[config.mk]
export PLATFORM = sky130hd
export DESIGN_NAME = mip_level_area_histogram
export DESIGN_NICKNAME = d
export VERILOG_FILES = /design/src/rtl/core/mlah_pkg.sv /design/src/rtl/core/mlah_mul.sv /design/src/rtl/core/mlah_bank.sv /design/src/rtl/core/mip_level_area_histogram.sv
export SDC_FILE = /design/constraint.sdc
export NUM_CORES = 2
export LEC_CHECK = 0
export BUFFER_PORTS_ARGS = -buffer_cell sky130_fd_sc_hd__buf_2
export CORE_ASPECT_RATIO = 1.5
export CORE_UTILIZATION = 45
export DETAILED_ROUTE_END_ITERATION = 8
export GPL_TIMING_DRIVEN = 0
export PLACE_DENSITY = 0.74
export SYNTH_ARGS = -nofsm -noshare
export SYNTH_HDL_FRONTEND = slang
export SYNTH_HIERARCHICAL = 1
export SYNTH_SLANG_ARGS = --single-unit
[constraint.sdc]
create_clock -name clk -period 9.5 [get_ports clk]
set_input_delay 0 -clock clk [delete_from_list [all_inputs] [get_ports clk]]
set_output_delay 0 -clock clk [all_outputs]
set_load 0.03 [all_outputs]
[src/rtl/core/mlah_pkg.sv]
// shared constants and types for the mip level area histogram
package mlah_pkg;

  localparam int MLAH_LEVELS  = 16;
  localparam int COORD_W      = 16;
  localparam int NUM_COORDS   = 12;
  localparam int IN_W         = COORD_W * NUM_COORDS;
  localparam int LEVEL_W      = 4;
  localparam int TOTAL_W      = 48;
  localparam int OUT_W        = 56;
  localparam int SCALE_W      = 16;
  localparam logic [SCALE_W-1:0] SCALE_RESET = 16'd256;
  localparam int MUL_W        = 18;
  localparam int PROD_W       = 2 * MUL_W;
  localparam int AREA_W       = 34;
  localparam int ADD_W        = AREA_W - 1;
  localparam logic [AREA_W-1:0] ONE_PIXEL = 34'd512;

  typedef enum logic [1:0] {
    OUT_ACCUM = 2'd0,
    OUT_SMALL = 2'd1,
    OUT_NEG   = 2'd2
  } outcome_t;

  // update request into the total bank
  typedef struct packed {
    logic             en;
    logic [ADD_W-1:0] add;
  } bank_req_t;

endpackage

[src/rtl/core/mlah_mul.sv]
// shared signed multiplier with registered product
module mlah_mul
  import mlah_pkg::*;
(
  input  logic                     clk,
  input  logic signed [MUL_W-1:0]  a,
  input  logic signed [MUL_W-1:0]  b,
  output logic signed [PROD_W-1:0] p
);

  always_ff @(posedge clk) begin
    p <= a * b;
  end

endmodule

[src/rtl/core/mlah_bank.sv]
// per-level saturating area totals
module mlah_bank
  import mlah_pkg::*;
#(
  parameter int LEVELS = MLAH_LEVELS,
  localparam int LVL_W = (LEVELS > 1) ? $clog2(LEVELS) : 1
) (
  input  logic               clk,
  input  logic               rst,
  input  bank_req_t          req,
  input  logic [LVL_W-1:0]   level,
  output logic [TOTAL_W-1:0] total
);

  logic [TOTAL_W-1:0] totals [LEVELS];
  logic [TOTAL_W:0]   sum;

  // saturating add on the selected entry
  always_comb begin
    sum   = {1'b0, totals[level]} + {{(TOTAL_W + 1 - ADD_W){1'b0}}, req.add};
    total = sum[TOTAL_W] ? {TOTAL_W{1'b1}} : sum[TOTAL_W-1:0];
  end

  always_ff @(posedge clk) begin
    if (rst) begin
      for (int i = 0; i < LEVELS; i++) begin
        totals[i] <= '0;
      end
    end else if (req.en) begin
      totals[level] <= total;
    end
  end

endmodule

[src/rtl/core/mip_level_area_histogram.sv]
// top level of the mip level area histogram
//
// one triangle per input item; the block takes an item only when idle and
// produces exactly one result item for it. a single registered 18x18 multiplier
// is shared for the four cross-product terms and the two halves of the
// scale*texture product. an item runs through the multiply sequence (ST_S1 to
// ST_D4) and the range check (ST_CHK); one under a pixel leaves after ST_T2,
// and one with zero texture area or a level below zero skips the exponent
// search. that search in ST_LVL stops at the found level or the last one, with
// one 62-bit shift and compare per cycle. ST_ADD does the saturating total
// update and ST_DONE hands the result to the output register. the next item is
// taken once the block is back in idle. the hand-off waits while an earlier
// result is still held on the master side. a new item is taken while the
// previous result still waits there. totals reset to zero with rst at once.
// the texture_area_scale register (cfg_we/cfg_data, reset 256) must only be
// written while the block is idle.
module mip_level_area_histogram
  import mlah_pkg::*;
#(
  parameter int LEVELS = MLAH_LEVELS
) (
  input  logic               clk,
  input  logic               rst,
  input  logic               cfg_we,
  input  logic [SCALE_W-1:0] cfg_data,
  input  logic               s_tvalid,
  output logic               s_tready,
  // screen_x1, screen_y1, screen_x2, screen_y2, screen_x3, screen_y3,
  // tex_u1, tex_v1, tex_u2, tex_v2, tex_u3, tex_v3 (16 bits each, lowest first)
  input  logic [IN_W-1:0]    s_tdata,
  output logic               m_tvalid,
  input  logic               m_tready,
  // level [3:0], level_total [51:4], zero pad [55:52]
  output logic [OUT_W-1:0]   m_tdata,
  // outcome [1:0]
  output logic [1:0]         m_tuser
);

  localparam int LVL_W = (LEVELS > 1) ? $clog2(LEVELS) : 1;
  localparam logic [LVL_W-1:0] LVL_MAX = LVL_W'(LEVELS - 1);
  localparam int DIFF_W = COORD_W + 1;
  localparam int D_W    = 50;
  localparam int DD_W   = 62;
  localparam int HALF_W = 17;

  typedef enum logic [12:0] {
    ST_IDLE = 13'b0000000000001,
    ST_S1   = 13'b0000000000010,
    ST_S2   = 13'b0000000000100,
    ST_T1   = 13'b0000000001000,
    ST_T2   = 13'b0000000010000,
    ST_D1   = 13'b0000000100000,
    ST_D2   = 13'b0000001000000,
    ST_D3   = 13'b0000010000000,
    ST_D4   = 13'b0000100000000,
    ST_CHK  = 13'b0001000000000,
    ST_LVL  = 13'b0010000000000,
    ST_ADD  = 13'b0100000000000,
    ST_DONE = 13'b1000000000000
  } state_t;

  state_t state;
  state_t state_next;

  logic [SCALE_W-1:0] scale;

  // vertex differences
  logic signed [DIFF_W-1:0] sxa, sya, sxb, syb;
  logic signed [DIFF_W-1:0] tua, tva, tub, tvb;

  logic signed [MUL_W-1:0]  mul_a, mul_b;
  logic signed [PROD_W-1:0] prod;
  logic signed [PROD_W-1:0] acc;
  logic signed [PROD_W-1:0] cross_diff;
  logic [AREA_W-1:0]        cross_abs;

  logic [AREA_W-1:0] sval;
  logic [AREA_W-1:0] tval;
  logic [D_W-1:0]    d;
  logic [DD_W-1:0]   dd;
  logic [LVL_W-1:0]  lvl;

  // scaled screen area compared against texture area
  logic [AREA_W+25:0] n4;
  logic [AREA_W+24:0] n2;

  outcome_t           res_outcome;
  logic [LVL_W-1:0]   res_level;
  logic [TOTAL_W-1:0] res_total;

  bank_req_t          bank_req;
  logic [TOTAL_W-1:0] bank_total;
  logic               out_free;
  logic               accept;

  function automatic logic signed [DIFF_W-1:0] coord_diff(input logic [COORD_W-1:0] p,
                                                          input logic [COORD_W-1:0] q);
    coord_diff = $signed({p[COORD_W-1], p}) - $signed({q[COORD_W-1], q});
  endfunction

  assign s_tready = (state == ST_IDLE);
  assign accept   = s_tvalid && s_tready;
  assign out_free = !m_tvalid || m_tready;

  assign cross_diff = acc - prod;
  assign cross_abs  = cross_diff[PROD_W-1] ? AREA_W'(-cross_diff) : AREA_W'(cross_diff);
  assign n4         = {sval, 26'b0};
  assign n2         = {sval, 25'b0};

  // operand select for the shared multiplier
  always_comb begin
    mul_a = '0;
    mul_b = '0;
    case (state)
      ST_S1: begin
        mul_a = MUL_W'(sxa);
        mul_b = MUL_W'(syb);
      end
      ST_S2: begin
        mul_a = MUL_W'(sya);
        mul_b = MUL_W'(sxb);
      end
      ST_T1: begin
        mul_a = MUL_W'(tua);
        mul_b = MUL_W'(tvb);
      end
      ST_T2: begin
        mul_a = MUL_W'(tva);
        mul_b = MUL_W'(tub);
      end
      ST_D2: begin
        mul_a = $signed({{(MUL_W - SCALE_W){1'b0}}, scale});
        mul_b = $signed({1'b0, tval[HALF_W-1:0]});
      end
      ST_D3: begin
        mul_a = $signed({{(MUL_W - SCALE_W){1'b0}}, scale});
        mul_b = $signed({1'b0, tval[AREA_W-1:HALF_W]});
      end
      default: begin
        mul_a = '0;
        mul_b = '0;
      end
    endcase
  end

  mlah_mul u_mul (
    .clk (clk),
    .a   (mul_a),
    .b   (mul_b),
    .p   (prod)
  );

  assign bank_req.en  = (state == ST_ADD);
  assign bank_req.add = sval[AREA_W-1:1];

  mlah_bank #(
    .LEVELS (LEVELS)
  ) u_bank (
    .clk   (clk),
    .rst   (rst),
    .req   (bank_req),
    .level (lvl),
    .total (bank_total)
  );

  // sequencer
  always_comb begin
    state_next = state;
    case (state)
      ST_IDLE: if (accept) state_next = ST_S1;
      ST_S1:   state_next = ST_S2;
      ST_S2:   state_next = ST_T1;
      ST_T1:   state_next = ST_T2;
      ST_T2:   state_next = (sval < ONE_PIXEL) ? ST_DONE : ST_D1;
      ST_D1:   state_next = ST_D2;
      ST_D2:   state_next = ST_D3;
      ST_D3:   state_next = ST_D4;
      ST_D4:   state_next = ST_CHK;
      ST_CHK: begin
        if (d == '0) begin
          state_next = ST_ADD;
        end else if (n4 < {10'b0, d}) begin
          state_next = ST_DONE;
        end else begin
          state_next = ST_LVL;
        end
      end
      ST_LVL: begin
        if (lvl == LVL_MAX || {3'b0, n2} < dd) state_next = ST_ADD;
      end
      ST_ADD:  state_next = ST_DONE;
      ST_DONE: if (out_free) state_next = ST_IDLE;
      default: state_next = ST_IDLE;
    endcase
  end

  always_ff @(posedge clk) begin
    if (rst) begin
      state <= ST_IDLE;
    end else begin
      state <= state_next;
    end
  end

  always_ff @(posedge clk) begin
    if (rst) begin
      scale <= SCALE_RESET;
    end else if (cfg_we) begin
      scale <= cfg_data;
    end
  end

  // datapath registers
  always_ff @(posedge clk) begin
    if (accept) begin
      sxa <= coord_diff(s_tdata[2*COORD_W +: COORD_W], s_tdata[0 +: COORD_W]);
      sya <= coord_diff(s_tdata[3*COORD_W +: COORD_W], s_tdata[1*COORD_W +: COORD_W]);
      sxb <= coord_diff(s_tdata[4*COORD_W +: COORD_W], s_tdata[0 +: COORD_W]);
      syb <= coord_diff(s_tdata[5*COORD_W +: COORD_W], s_tdata[1*COORD_W +: COORD_W]);
      tua <= coord_diff(s_tdata[8*COORD_W +: COORD_W], s_tdata[6*COORD_W +: COORD_W]);
      tva <= coord_diff(s_tdata[9*COORD_W +: COORD_W], s_tdata[7*COORD_W +: COORD_W]);
      tub <= coord_diff(s_tdata[10*COORD_W +: COORD_W], s_tdata[8*COORD_W +: COORD_W]);
      tvb <= coord_diff(s_tdata[11*COORD_W +: COORD_W], s_tdata[9*COORD_W +: COORD_W]);
    end
    case (state)
      ST_S2: acc <= prod;
      ST_T1: sval <= cross_abs;
      ST_T2: begin
        acc <= prod;
        if (sval < ONE_PIXEL) begin
          res_outcome <= OUT_SMALL;
          res_level   <= '0;
          res_total   <= '0;
        end
      end
      ST_D1: tval <= cross_abs;
      ST_D3: d <= {{(D_W - 34){1'b0}}, prod[33:0]};
      ST_D4: d <= d + {prod[32:0], {HALF_W{1'b0}}};
      ST_CHK: begin
        // zero texture area picks the top level
        if (d == '0) begin
          lvl <= LVL_MAX;
        end else if (n4 < {10'b0, d}) begin
          res_outcome <= OUT_NEG;
          res_level   <= '0;
          res_total   <= '0;
        end else begin
          lvl <= '0;
          dd  <= {{(DD_W - D_W - 2){1'b0}}, d, 2'b0};
        end
      end
      ST_LVL: begin
        if (!(lvl == LVL_MAX || {3'b0, n2} < dd)) begin
          lvl <= lvl + 1'b1;
          dd  <= {dd[DD_W-3:0], 2'b0};
        end
      end
      ST_ADD: begin
        res_outcome <= OUT_ACCUM;
        res_level   <= lvl;
        res_total   <= bank_total;
      end
      default: begin
      end
    endcase
  end

  // output register
  always_ff @(posedge clk) begin
    if (rst) begin
      m_tvalid <= 1'b0;
    end else if (state == ST_DONE && out_free) begin
      m_tvalid <= 1'b1;
    end else if (m_tready) begin
      m_tvalid <= 1'b0;
    end
  end

  always_ff @(posedge clk) begin
    if (state == ST_DONE && out_free) begin
      m_tdata <= {{(OUT_W - TOTAL_W - LEVEL_W){1'b0}}, res_total, LEVEL_W'(res_level)};
      m_tuser <= res_outcome;
    end
  end

  // skipped triangles report zero level and total
  assert property (@(posedge clk) disable iff (rst)
    (m_tvalid && m_tuser != OUT_ACCUM) |-> (m_tdata == '0))
    else $error("skipped item carries nonzero level or total");

  // zero texture area goes straight to the top level
  assert property (@(posedge clk) disable iff (rst)
    (state == ST_CHK && d == '0) |=> (state == ST_ADD && lvl == LVL_MAX))
    else $error("zero texture area did not select the top level");

  // an accepted item starts the multiply sequence
  assert property (@(posedge clk) disable iff (rst)
    accept |=> (state == ST_S1 && !s_tready))
    else $error("accepted item did not start the sequence");

  // the level search never runs past the last level
  assert property (@(posedge clk) disable iff (rst)
    (state == ST_LVL && lvl == LVL_MAX) |=> (state == ST_ADD))
    else $error("level search ran past the last level");

endmodule
==> impl_metrics.tcl <==
set metrics [dict create \
    timing.critical_path.from_type "flip-flop" \
    cts_tree "done" \
    layoutNonFillerInstCount 9725 \
    synth_area_per_inst_um2 11.90 \
    status "finished, final reports clean" \
    power.ir.vdd_worst_mv 0.1728 \
    antenna_violations_before_repair 17 \
    drv.max_cap_violation_count 0 \
    worst_setup_hold_path_clk_slew_ns 0.06 \
    reg2reg_setup_slack_ns 0.09 \
    rows 186 \
    grt_overflow 0 \
    crit_required_ns 10.16 \
    port_buffers 267 \
    maxSlewViolCount 0 \
    post-route-drc-count 0 \
    final.setup.worst_slack_ns 0.08854 \
    critical_path.max_stage_delay_ns 0.64 \
    final.setup.tns_ns 0 \
    power_per_cell_area_nw_per_um2 173.2 \
    detail_route.first_pass.iterations 7 \
    number_of_global_route_vias_before_repair 59940 \
    synth_enable_flop_cells 1230 \
    grt_start_max_net_pins 67 \
    criticalPathCategory "reg -> reg" \
    core-area_um2 171500 \
    worst_hold_path.num_cells 4 \
    synth_flop_cell "edfxtp_1" \
    synth_async_sr_flop_share_pct 0 \
    final.period_utilization_pct 99.07 \
    dieArea_um2 174700 \
    avgViaCountPerCell 5.878 \
    initialDrtViolationCount 6018 \
    worstMarginPinSlew_ns 1.299 \
    grt_setup_unrepaired "false" \
    worstHoldPathType "in -> reg" \
    clk_latency_worst_skew_pair_ns 0.81 \
    ys_ff_latch 1296 \
    max_slew_margin_pct 13.39 \
    synth.yosys.warnings 6 \
    setup-violations-final 0 \
    wl_per_cell_um 25.86 \
    cts_num_sinks 1296 \
    synth.yosys.seq_area_share_pct 49.15 \
    crit_slowest_cell "nand3_1" \
    mostFrequentLayoutCell "edfxtp_1" \
    grt_pass1_wl_um 370100 \
    total_leakage_power_nw 37.52 \
    maxClockFrequency_mhz 106.3 \
    most-common-layout-cells "1230 x edfxtp_1, 798 x nor2_1, 673 x inv_1" \
    min_period_ns 9.411 \
    master_cell_of_the_clock_root_buffer "clkbuf_16" \
    drive_gt1_share_pct 14.46 \
    clock_tree.buffer_depth 3 \
    synth_area_um2 77830 \
    floorplan.io_pins 273 \
    totalWireLength_um 251500 \
    final-hold-violation-count 0 \
    placed_cells 9089 \
    die_h_um 511.4 \
    finalWeightedCongestion 1.007 \
    ant_nets 0 \
    clock_tree.htree_level_count 4 \
    worst_r2r_path_cells 28 \
    numCtsBuffers 132 \
    placement.setup.worst_slack_ns -1.431 \
    globalRouteTotalUtil_pct 28.81 \
    dr_total_vias 57170 \
    detailedPlacementHpwl_um 186800 \
    timing.critical_path.fanout_max 10 \
    critPathCaptureType "flip-flop" \
    post_layout_total_power_w 0.01582 \
    flow.area_growth_from_synthesis_pct 17.37 \
    critical_path_arrival_ns 10.07 \
    worst_clock_skew_ns 0.03505 \
    start_util_pct 45.38 \
    final_core_utilization_pct 53.26 \
    netlist-cell-type-count 107 \
    floorplan.die.width_um 341.6 \
    number_of_instances_in_the_synthesized_netlist 6541 \
    critPathMostFrequentCell "fa_1" \
    nets 8291 \
]
[final timing paths]
kind                 startpoint          end
setup / recovery       state[5]  u_mul/p[34]
hold / removal     cfg_data[11]    scale[11]
setup reg to reg       state[5]  u_mul/p[34]
hold reg to reg   res_total[10]  m_tdata[14]
[sequential cells by signal, indices dropped and copies added (netlist names), 36 cells and up]
signal and flops:
dd 60, u_mul/p 36, acc 36, m_tdata 52, u_bank/totals 768, d 50
res_total 48
[stage by stage]
stage	area, µm²	hold slack [ns]
after detailed placement	82710	0.2332
final	91360	0.02193
after global routing	91350	0.02712
after floorplan	77840	0.07161
after CTS	91200	0.001152
after global placement	82000	0.2327
[cell families after synthesis]
family                     synth area share (%)
adders and majority gates                 14.87
and+or+nand+nor                           12.75
AOI/OAI and AO/OA                         8.170
other                                  0.004818
muxes                                     6.924
xor gates and xnor gates                  2.677
DFF                                       49.15
buffers and inverters                     5.450
[area by class of cell]
class / instances / area (µm²)
Buffer: 319 / 1713
Tap cell: 2256 / 2823
Clock inverter: 78 / 918.4
Fill cell: 14030 / 80160
Inverter: 684 / 2567
Sequential cell: 1296 / 38260
Multi-Input combinational cell: 4234 / 35760
Clock buffer: 162 / 3457
Timing Repair Buffer: 690 / 5842
Antenna cell: 6 / 15.01
[worst max-delay path: cells and delay by family, from the launching register on]
family	cells	cell delay, ns
flip-flops	1	0.30
XOR/XNOR	1	0.18
AND/OR/NAND/NOR	7	2.22
adder cells (fa/ha/maj)	7	3.40
AO/OA/AOI/OAI	8	1.89
buffers and inverters	5	1.25
[metal layers]
| metal | wire length, µm | track usage [%] | vias up |
|---|---|---|---|
| li1 | - | - | 24630 |
| met1 | 82140 | 30.56 | 28280 |
| met2 | 125800 | 49.90 | 3187 |
| met3 | 20900 | 5.949 | 1055 |
| met4 | 22570 | 22.10 | 14 |
| met5 | 92 | 0 | - |
[what timing repair did]
item,CTS,global route
buffers inserted,6,7
cloned,0,0
endpoints found under the hold margin,178,0
endpoints found under the setup margin,307,145
resized for setup,72,37
hold buffers,388,0
pin swaps,2,3
[power breakdown]
part	total (W)	internal, W	switching [W]
clock network	0.00530	0.00299	0.00231
registers	0.00709	0.00681	0.000280
logic	0.00343	0.00123	0.00220
total	0.0158	0.0110	0.00479
[Yosys cell counts (all sizes together), types with 24 or more instances]
cell type	number	area, µm²
and2	281	1760
a22oi	103	783.3
nor4	33	212.7
nor3	41	254.0
a21oi	327	1730
edfxtp	1230	36940
fa	340	6807
or2	24	152.6
xor2	89	779.5
o21ai	173	869.6
a31oi	69	431.7
mux4	226	5105
dfxtp	66	1321
nand4	50	312.8
a21o	109	827.0
nand2b	57	356.6
ha	381	4767
nand2	451	1708
nor2b	66	412.9
a21boi	29	217.7
clkbuf	219	822.0
nor2	841	3412
xnor2	145	1304
o21a	26	195.2
inv	684	2567
buf	111	852.1
nand3	83	415.4
and3	30	192.7
(Power assumes the default switching activity.)
